$ cat src/sv/kss_pkg.sv
package kss_pkg;

   // Storage geometry
   localparam int unsigned MAX_KNOTS   = 64;
   localparam int unsigned ADDR_W      = $clog2(MAX_KNOTS);
   localparam int unsigned VALUE_W     = 32;
   localparam int unsigned CMP_W       = VALUE_W + 2;   // room for value +/- eps
   localparam int unsigned QUEUE_DEPTH = 2;
   localparam int unsigned QPTR_W      = $clog2(QUEUE_DEPTH);
   localparam int unsigned QCNT_W      = $clog2(QUEUE_DEPTH + 1);

   // Register fields
   localparam int unsigned DEG_W  = 5;
   localparam int unsigned CNT_W  = 7;
   localparam int unsigned TOL_W  = 16;
   localparam int unsigned DATA_W = 32;
   localparam int unsigned PADDR_W = 4;

   localparam logic [1:0] REG_DEGREE = 2'd0;
   localparam logic [1:0] REG_COUNT  = 2'd1;
   localparam logic [1:0] REG_TOL    = 2'd2;

   localparam logic [DEG_W-1:0] DEGREE_RST = '0;
   localparam logic [CNT_W-1:0] COUNT_RST  = CNT_W'(2);
   localparam logic [TOL_W-1:0] TOL_RST    = TOL_W'(1);

   // Item codes
   localparam logic ACT_WRITE = 1'b0;
   localparam logic ACT_QUERY = 1'b1;

   localparam int unsigned STATUS_W = 2;
   localparam logic [STATUS_W-1:0] STATUS_OK    = 2'd0;
   localparam logic [STATUS_W-1:0] STATUS_RANGE = 2'd1;
   localparam logic [STATUS_W-1:0] STATUS_SHORT = 2'd2;

   typedef enum logic [1:0] {
      KIND_WRITE = 2'd0,
      KIND_QUERY = 2'd1,
      KIND_SHORT = 2'd2
   } kind_type;

   typedef struct packed {
      logic                      action;
      logic [ADDR_W-1:0]         knot_index;
      logic signed [VALUE_W-1:0] knot_value;
      logic signed [VALUE_W-1:0] param_u;
   } req_type;

   typedef struct packed {
      logic [ADDR_W-1:0]   span_index;
      logic [STATUS_W-1:0] status;
   } rsp_type;

   typedef struct packed {
      logic [DEG_W-1:0] degree;
      logic [CNT_W-1:0] count;
      logic [TOL_W-1:0] tolerance;
   } cfg_type;

   // Classified work handed from front to back. For a write, index is the
   // knot slot; for a query, index is the last domain knot (count - p - 1).
   typedef struct packed {
      kind_type           kind;
      logic [ADDR_W-1:0]  index;
      logic [VALUE_W-1:0] value;
   } job_type;

   typedef struct packed {
      logic    valid;
      job_type job;
   } job_link_type;

endpackage

$ cat src/sv/kss_front.sv
module kss_front
   import kss_pkg::*;
(
   input  logic         clock,
   input  logic         reset,
   input  cfg_type      cfg,
   input  logic         push,
   output logic         full,
   input  req_type      req_data,
   output job_link_type job_out,
   input  logic         job_take
);

   job_type           q_ff [QUEUE_DEPTH];
   logic [QPTR_W-1:0] wptr_ff, wptr_in;
   logic [QPTR_W-1:0] rptr_ff, rptr_in;
   logic [QCNT_W-1:0] cnt_ff, cnt_in;

   logic [CNT_W-1:0] count_eff;
   logic [CNT_W-1:0] count_min;
   logic [CNT_W-1:0] last_idx;
   job_type          job_new;
   logic             do_push;
   logic             do_pop;

   // classify: clamp count, short-vector test, last domain knot
   always_comb begin
      count_eff = (cfg.count > CNT_W'(MAX_KNOTS)) ? CNT_W'(MAX_KNOTS) : cfg.count;
      count_min = CNT_W'({cfg.degree, 1'b0}) + CNT_W'(2);
      last_idx  = count_eff - CNT_W'(cfg.degree) - CNT_W'(1);
      job_new.index = req_data.knot_index;
      job_new.value = req_data.knot_value;
      if (req_data.action == ACT_WRITE) begin
         job_new.kind = KIND_WRITE;
      end else if (count_eff < count_min) begin
         job_new.kind = KIND_SHORT;
      end else begin
         job_new.kind  = KIND_QUERY;
         job_new.index = last_idx[ADDR_W-1:0];
         job_new.value = req_data.param_u;
      end
   end

   assign full    = (cnt_ff == QCNT_W'(QUEUE_DEPTH));
   assign do_push = push && !full;
   assign do_pop  = job_take && (cnt_ff != '0);

   assign job_out.valid = (cnt_ff != '0);
   assign job_out.job   = q_ff[rptr_ff];

   always_comb begin
      wptr_in = do_push ? QPTR_W'(wptr_ff + 1'b1) : wptr_ff;
      rptr_in = do_pop  ? QPTR_W'(rptr_ff + 1'b1) : rptr_ff;
      cnt_in  = cnt_ff + QCNT_W'(do_push) - QCNT_W'(do_pop);
   end

   always_ff @(posedge clock) begin
      if (reset) begin
         wptr_ff <= '0;
         rptr_ff <= '0;
         cnt_ff  <= '0;
      end else begin
         wptr_ff <= wptr_in;
         rptr_ff <= rptr_in;
         cnt_ff  <= cnt_in;
      end
   end

   always_ff @(posedge clock) begin
      if (do_push) begin
         q_ff[wptr_ff] <= job_new;
      end
   end

endmodule

$ cat src/sv/kss_back.sv
module kss_back
   import kss_pkg::*;
(
   input  logic         clock,
   input  logic         reset,
   input  cfg_type      cfg,
   input  job_link_type job_in,
   output logic         job_take,
   output logic         empty,
   input  logic         pop,
   output rsp_type      rsp_data
);

   typedef enum logic [6:0] {
      ST_IDLE  = 7'b0000001,
      ST_MIN   = 7'b0000010,
      ST_MAX   = 7'b0000100,
      ST_PROBE = 7'b0001000,
      ST_CMP   = 7'b0010000,
      ST_EMIT  = 7'b0100000,
      ST_SPARE = 7'b1000000
   } state_type;

   state_type state_ff, state_in;

   logic [VALUE_W-1:0] knot_mem_ff [MAX_KNOTS];
   logic [VALUE_W-1:0] rdata_ff;
   logic [ADDR_W-1:0]  rd_addr;
   logic               rd_en;
   logic               wr_en;

   logic signed [VALUE_W-1:0] u_ff, u_in;
   logic signed [VALUE_W-1:0] umin_ff, umin_in;
   logic [ADDR_W-1:0]         last_ff, last_in;
   logic [ADDR_W-1:0]         low_ff, low_in;
   logic [ADDR_W-1:0]         high_ff, high_in;
   rsp_type                   res_ff, res_in;
   logic                      out_vld_ff, out_vld_in;
   rsp_type                   out_ff, out_in;

   logic [ADDR_W:0]          mid_sum;
   logic [ADDR_W-1:0]        mid;
   logic [ADDR_W-1:0]        gap;
   logic signed [CMP_W-1:0]  u_x, umin_x, umax_x, eps_x;
   logic                     lo_out, hi_out, near_hi, near_lo;
   logic                     out_free;

   assign mid_sum = {1'b0, low_ff} + {1'b0, high_ff};
   assign mid     = mid_sum[ADDR_W:1];
   assign gap     = high_ff - low_ff;

   // exact end tests, widened so value +/- eps cannot wrap
   always_comb begin
      u_x    = CMP_W'(u_ff);
      umin_x = CMP_W'(umin_ff);
      umax_x = CMP_W'($signed(rdata_ff));
      eps_x  = $signed({{(CMP_W-TOL_W){1'b0}}, cfg.tolerance});
      lo_out  = u_x < (umin_x - eps_x);
      hi_out  = u_x > (umax_x + eps_x);
      near_hi = !(u_x < (umax_x - eps_x));
      near_lo = !(u_x > (umin_x + eps_x));
   end

   assign out_free = !out_vld_ff || pop;
   assign empty    = !out_vld_ff;
   assign rsp_data = out_ff;
   assign job_take = (state_ff == ST_IDLE) && job_in.valid;
   assign wr_en    = job_take && (job_in.job.kind == KIND_WRITE);

   always_comb begin
      state_in   = state_ff;
      u_in       = u_ff;
      umin_in    = umin_ff;
      last_in    = last_ff;
      low_in     = low_ff;
      high_in    = high_ff;
      res_in     = res_ff;
      out_vld_in = out_vld_ff && !pop;
      out_in     = out_ff;
      rd_en      = 1'b0;
      rd_addr    = ADDR_W'(cfg.degree);
      unique case (state_ff)
         ST_IDLE: begin
            if (job_in.valid) begin
               unique case (job_in.job.kind)
                  KIND_SHORT: begin
                     res_in   = '{span_index: '0, status: STATUS_SHORT};
                     state_in = ST_EMIT;
                  end
                  KIND_QUERY: begin
                     u_in     = $signed(job_in.job.value);
                     last_in  = job_in.job.index;
                     rd_en    = 1'b1;
                     state_in = ST_MIN;
                  end
                  default: begin
                     state_in = ST_IDLE;
                  end
               endcase
            end
         end
         ST_MIN: begin
            umin_in  = $signed(rdata_ff);
            rd_en    = 1'b1;
            rd_addr  = last_ff;
            state_in = ST_MAX;
         end
         ST_MAX: begin
            state_in = ST_EMIT;
            priority if (lo_out || hi_out) begin
               res_in = '{span_index: '0, status: STATUS_RANGE};
            end else if (near_hi) begin
               res_in = '{span_index: ADDR_W'(last_ff - 1'b1), status: STATUS_OK};
            end else if (near_lo) begin
               res_in = '{span_index: ADDR_W'(cfg.degree), status: STATUS_OK};
            end else begin
               low_in   = ADDR_W'(cfg.degree);
               high_in  = last_ff;
               state_in = ST_PROBE;
            end
         end
         ST_PROBE: begin
            if (gap > ADDR_W'(1)) begin
               rd_en    = 1'b1;
               rd_addr  = mid;
               state_in = ST_CMP;
            end else begin
               res_in   = '{span_index: low_ff, status: STATUS_OK};
               state_in = ST_EMIT;
            end
         end
         ST_CMP: begin
            if (u_ff < $signed(rdata_ff)) begin
               high_in = mid;
            end else begin
               low_in = mid;
            end
            state_in = ST_PROBE;
         end
         ST_EMIT: begin
            if (out_free) begin
               out_vld_in = 1'b1;
               out_in     = res_ff;
               state_in   = ST_IDLE;
            end
         end
         default: begin
            state_in = ST_IDLE;
         end
      endcase
   end

   always_ff @(posedge clock) begin
      if (reset) begin
         state_ff   <= ST_IDLE;
         out_vld_ff <= 1'b0;
      end else begin
         state_ff   <= state_in;
         out_vld_ff <= out_vld_in;
      end
   end

   always_ff @(posedge clock) begin
      u_ff    <= u_in;
      umin_ff <= umin_in;
      last_ff <= last_in;
      low_ff  <= low_in;
      high_ff <= high_in;
      res_ff  <= res_in;
      out_ff  <= out_in;
   end

   // knot storage: one write port, one registered read port
   always_ff @(posedge clock) begin
      if (wr_en) begin
         knot_mem_ff[job_in.job.index] <= job_in.job.value;
      end
      if (rd_en) begin
         rdata_ff <= knot_mem_ff[rd_addr];
      end
   end

endmodule

$ cat src/sv/knot_span_search_core.sv
// Knot span lookup for a B-spline knot vector of up to 64 signed Q16.16
// knots. Push beats either store one knot (action 0) or ask for the span
// of parameter u (action 1); only queries produce a result beat on the
// rsp side, in the order the queries were pushed. A two-beat queue sits
// between the front (accept/classify) and the back (knot RAM plus search
// sequencer), so pushes keep landing while the back works or a result
// waits to be popped. Steps in the back per beat: a knot write is stored
// as the beat is taken; a query on a too-short vector goes straight to
// the result hand-off; a query that is out of domain or snaps to an end
// reads the two domain-end knots, then hands off the result; a bisecting
// query adds a knot read and a compare per halving step plus one closing
// probe, the registered RAM read being the pacing item. The knot RAM has
// no reset: a query that reads a knot never written returns an unspecified
// span. Program degree, count and tolerance over the APB port only while
// no query is in flight.

module knot_span_search_core
   import kss_pkg::*;
(
   input  logic               clock,
   input  logic               reset,
   // request queue side
   input  logic               push,
   output logic               full,
   input  req_type            req_data,
   // result queue side
   output logic               empty,
   input  logic               pop,
   output rsp_type            rsp_data,
   // APB register port
   input  logic               psel,
   input  logic               penable,
   input  logic               pwrite,
   input  logic [PADDR_W-1:0] paddr,
   input  logic [DATA_W-1:0]  pwdata,
   output logic [DATA_W-1:0]  prdata,
   output logic               pready
);

   cfg_type      cfg_ff, cfg_in;
   logic         csr_wr;
   logic [1:0]   csr_idx;
   job_link_type job_link;
   logic         job_take;

   // registers at byte offsets 0, 4, 8
   assign pready  = 1'b1;
   assign csr_idx = paddr[3:2];
   assign csr_wr  = psel && penable && pwrite && pready;

   always_comb begin
      cfg_in = cfg_ff;
      if (csr_wr) begin
         unique case (csr_idx)
            REG_DEGREE: cfg_in.degree    = pwdata[DEG_W-1:0];
            REG_COUNT:  cfg_in.count     = pwdata[CNT_W-1:0];
            REG_TOL:    cfg_in.tolerance = pwdata[TOL_W-1:0];
            default:    cfg_in = cfg_ff;   // unmapped offset: write dropped
         endcase
      end
   end

   always_comb begin
      unique case (csr_idx)
         REG_DEGREE: prdata = DATA_W'(cfg_ff.degree);
         REG_COUNT:  prdata = DATA_W'(cfg_ff.count);
         REG_TOL:    prdata = DATA_W'(cfg_ff.tolerance);
         default:    prdata = '0;
      endcase
   end

   always_ff @(posedge clock) begin
      if (reset) begin
         cfg_ff <= '{degree: DEGREE_RST, count: COUNT_RST, tolerance: TOL_RST};
      end else begin
         cfg_ff <= cfg_in;
      end
   end

   // front: takes push beats, classifies them, queues the work
   kss_front u_front (
      .clock    (clock),
      .reset    (reset),
      .cfg      (cfg_ff),
      .push     (push),
      .full     (full),
      .req_data (req_data),
      .job_out  (job_link),
      .job_take (job_take)
   );

   // back: knot RAM, domain checks, bisection, result register
   kss_back u_back (
      .clock    (clock),
      .reset    (reset),
      .cfg      (cfg_ff),
      .job_in   (job_link),
      .job_take (job_take),
      .empty    (empty),
      .pop      (pop),
      .rsp_data (rsp_data)
   );

endmodule

$ cat config.mk
export PLATFORM = sky130hd
export DESIGN_NAME = knot_span_search_core
export DESIGN_NICKNAME = d
export VERILOG_FILES = /design/src/sv/kss_pkg.sv /design/src/sv/kss_front.sv /design/src/sv/kss_back.sv /design/src/sv/knot_span_search_core.sv
export SDC_FILE = /design/constraint.sdc
export NUM_CORES = 2
export LEC_CHECK = 0
export ABC_AREA = 1
export BUFFER_PORTS_ARGS = -buffer_cell sky130_fd_sc_hd__buf_2
export CORE_UTILIZATION = 55
export DETAILED_ROUTE_END_ITERATION = 10
export PLACE_DENSITY = 0.71
export SYNTH_ARGS = -nofsm -noshare
export SYNTH_HDL_FRONTEND = slang
export SYNTH_SLANG_ARGS = --single-unit
export TNS_END_PERCENT = 30
$ cat constraint.sdc
create_clock -name clock -period 5.5 [get_ports clock]
set_input_delay 0.275 -clock clock [delete_from_list [all_inputs] [get_ports clock]]
set_output_delay 0.275 -clock clock [all_outputs]
set_load 0.005 [all_outputs]
==> run summary <==
The number of different library cells in the post-synthesis netlist was 52. The logs give 0.5547 for the starting utilization of the core area and 10.69k for the total number of nets in the final design. Data on the critical path arrives at its endpoint at 5.68 ns. The slowest stage of the critical path is the fa_1 cell. Counting the fill cells in the layout gives 14.88k. The tools report the headroom to the max-slew limit as 0.09460. The logs give 0.05613 ns for the clock skew after layout and 378.7 uV for the peak ir drop on the vdd network. The fraction of final layout cells sized beyond drive strength 1 was 0.08849; the area occupied by multi-input gates was 0.03229 mm2. The count of final max-slew check failures is 0.

The run gives 0 as the number of remaining DRC errors. The global-route wire length before repair was 468700 um. The synthesis-to-finish area growth was 12.00%.

The floorplan step defined a die boundary enclosing 0.1964 mm2. Pin placement for this block handled 157 I/O pins. The count of buffer and inverter cells on the critical path was 5. Synthesis produced 10.14k cells.

Routability-driven placement finished with a final weighted congestion of 0.9259. The number of nets with antenna violations after routing came out at 0. For this design the total switching power over the nets is 12.67 mW. In the final layout, flip-flops and latches occupy 0.06861 mm2. The mean cell area of the mapped netlist is 10.56 um2. The die boundary width came out at 443.2 um. For the finished layout, the period the worst path requires is 5.115 ns.

The number of clock buffers added by TritonCTS is 225. Across all register-to-register paths, the minimum setup slack is 0.38 ns. Clock-pin slew was measured on the worst setup and hold paths at 0.07 ns.

Among the stages of the critical path, the cell type that occurs most often is nand2_1. The fraction of power consumed by combinational cells was 0.167. Setup violations remaining at the end of the flow were counted as 0. The synthesized netlist occupies a cell area of 0.1071 mm2. The flow ran to the end, and the final reports show no timing, DRC or antenna violations. The run gives 0.3198 as the global router's overall resource usage. After global routing the overflow that remains totals 0. In this run the core area contains 161 standard-cell rows. The internal power of the cells totals 31.54 mW. For the share of total power in sequential cells, the log shows 0.496. For this run, the top clock speed supported by timing is 0.1955 GHz.

The capturing element type of the critical path was a flop. For the fraction of power consumed by the clock network, the log shows 0.337. On the final layout, the worst hold slack is 0.1126 ns. The pin count of the biggest net entering global routing is 133.

The cell family contributing the most delay on the critical path is simple AND/OR/NAND/NOR gates. STA puts the critical path data required time at 6.07 ns. Placed wire-length estimate: 189000 um.

The total power divided by cell area came out at 368.7 mW/mm2. The part of the Yosys area used for sequential elements was 0.6409; the total chip power was 44.21 mW. The count of max-cap constraint violations was 0. The sink count of the clock tree was 2298; the via total after detailed routing was 78.35k.

In the routed layout, each cell is associated on average with a via count of 6.012. The region available for standard cell placement spans 0.1930 mm2. The critical path is of the flop to flop type. For the pin with the worst max-slew slack, the measured transition is 1.358 ns. The share of the clock period used by the worst path was 0.9300. Vertical die dimension: 443.2 um. Timing analysis after detailed placement gives a worst setup slack of 0.08050 ns. Leaving out fill and tap cells, the most frequent cell in the layout is nand2_1. The detailed router finished its first iteration with 10.52k violations. TritonCTS built the clock tree.

The later pin in the worst-skew pair is clocked with a latency of 0.90 ns. The number of warning messages in the yosys log is 0, and the average detailed-routed wire length per instance is 24.60 um. The largest stage delay on the critical path is 0.40 ns. The class of the tightest hold or removal check is input port to flop.

For the number of antenna violations at the first check in global routing, the log shows 12. The cell sitting at the root of the clock tree is a clkbuf_16. The via count of the first global-routing pass is 74.18k, and the final number of hold-violating endpoints is 0. The top cell types in the final layout, fill and taps aside, are nand2_1 (2368), edfxtp_1 (2258), nand3_1 (2236). In the post-route analysis, the smallest setup slack over all paths is 0.3848 ns. The leakage power is 46.93 nW. Counting along the longest clock path gives a buffer depth of 3. STA classifies the critical path startpoint as a flop. Input and output buffers added on the ports amount to 121. CTS built an H-tree with a depth of 4. For the routed wire length, the log shows 320600 um. The net switching fraction of the power is 0.2865, and the count of state elements after synthesis is 2298. Of all nets on the critical path, the largest fanout is 4.

The first detailed-routing pass ran for 8 iterations.
==> final timing paths <==
check	start	end	cells past startpoint
max	u_back.umin_ff[0]	u_back.low_ff[3]	31
min	pwrite	cfg_ff[21]	5
max reg2reg	u_back.umin_ff[0]	u_back.low_ff[3]	31
min reg2reg	u_back.res_ff[4]	u_back.rsp_data[4]	0
==> worst min-delay path: stages <==
cell	delay, ns
buf_2	0.09
nand3_1	0.12
nor2_1	0.10
inv_1	0.24
a21oi_1	0.11
==> cells by family after synthesis <==
| family | after synthesis | synth area share |
|---|---|---|
| simple gates | 5354 | 0.2300 |
| mux | 32 | 0.003366 |
| buf+inv | 1682 | 0.06455 |
| compound gates | 385 | 0.01965 |
| xor+xnor | 128 | 0.01047 |
| fa+ha+maj | 261 | 0.03100 |
| other cells | 2 | 0.00007015 |
| flops | 2298 | 0.6409 |
==> stage by stage <==
step / instance area (um2) / setup TNS, ns / instances / utilization
floorplan: 107100 / 0 / 10160 / -
global placement: 111700 / 0 / 12510 / 0.5786
detailed placement: 111700 / 0 / 12510 / 0.5786
CTS: 119700 / 0 / 13020 / 0.6202
global route: 119900 / -0.2246 / 13030 / 0.6212
finish: 119900 / 0 / 13030 / 0.6213
==> sequential cells by signal, summed over array words and instances (netlist names), 6 cells and up, named ones only <==
signal              flops
u_back.rdata_ff        32
u_back.res_ff           8
u_front.q_ff           80
u_back.last_ff          6
cfg_ff                 28
u_back.knot_mem_ff   2048
u_back.umin_ff         32
u_back.state_ff         6
u_back.high_ff          6
u_back.u_ff            32
u_back.low_ff           6
u_back.rsp_data         8
==> cell type report <==
type,count,area share
Inverter,1052,0.03310
Sequential cell,2298,0.5722
Timing Repair Buffer,559,0.04021
Clock buffer,281,0.04942
Tap cell,2526,0.02636
Antenna cell,8,0.0001670
Clock inverter,131,0.009184
Multi-Input combinational cell,6177,0.2693
==> routing by layer <==
layer | vias to the layer above | GRT usage | part of all wire
li1 | 35160 | - | -
met1 | 37880 | 0.4312 | 0.38
met2 | 4551 | 0.5044 | 0.46
met3 | 758 | 0.05789 | 0.11
met4 | 4 | 0.1521 | 0.050
met5 | - | 0 | 0.000097
==> cells in the mapped netlist (all sizes together) <==
cell type,n,area (um2)
nand2,2380,8961
edfxtp,2258,67810
nand3,2240,11220
inv,1051,3945
buf,451,2281
nand3b,389,2920
nor2,256,970.9
ha,254,3178
a21oi,185,925.9
clkbuf,179,680.6
o21ai,133,673.2
xor2,119,1042
dfxtp,40,800.8
nand4,39,244.0
mux2,32,360.4
nor3,26,130.1
nor4,17,136.4
o21a,9,67.56
xnor2,9,78.83
a21boi,8,60.06
a31oi,8,50.05
o221ai,8,70.07
fa,7,140.1
o31ai,7,52.55
o21bai,6,45.04
o22ai,6,37.54
o211ai,5,42.54
or2,5,31.28
a211oi,4,30.03
a21o,4,30.03
conb,2,7.510
and2,1,6.260
clkinv,1,3.750
o2111ai,1,8.760
o211a,1,10.01
or4,1,7.510
==> timing repair <==
action / 4_1_cts / 5_1_grt
hold buffers: 99 / 0
setup endpoints to repair: 0 / 22
buffers inserted: 0 / 7
endpoints found under the hold margin: 135 / 0
resized for setup: 0 / 47
==> power groups by stage <==
stage / combinational [mW] / sequential, mW / clock, mW
final: 7.36 / 21.9 / 14.9
after global routing: 7.77 / 22.0 / 15.6
after CTS: 7.13 / 21.9 / 15.0
after detailed placement: 7.02 / 22.3 / 0
after global placement: 6.88 / 22.3 / 0
after floorplan: 3.65 / 22.1 / 0
(Power assumes the default switching activity.)
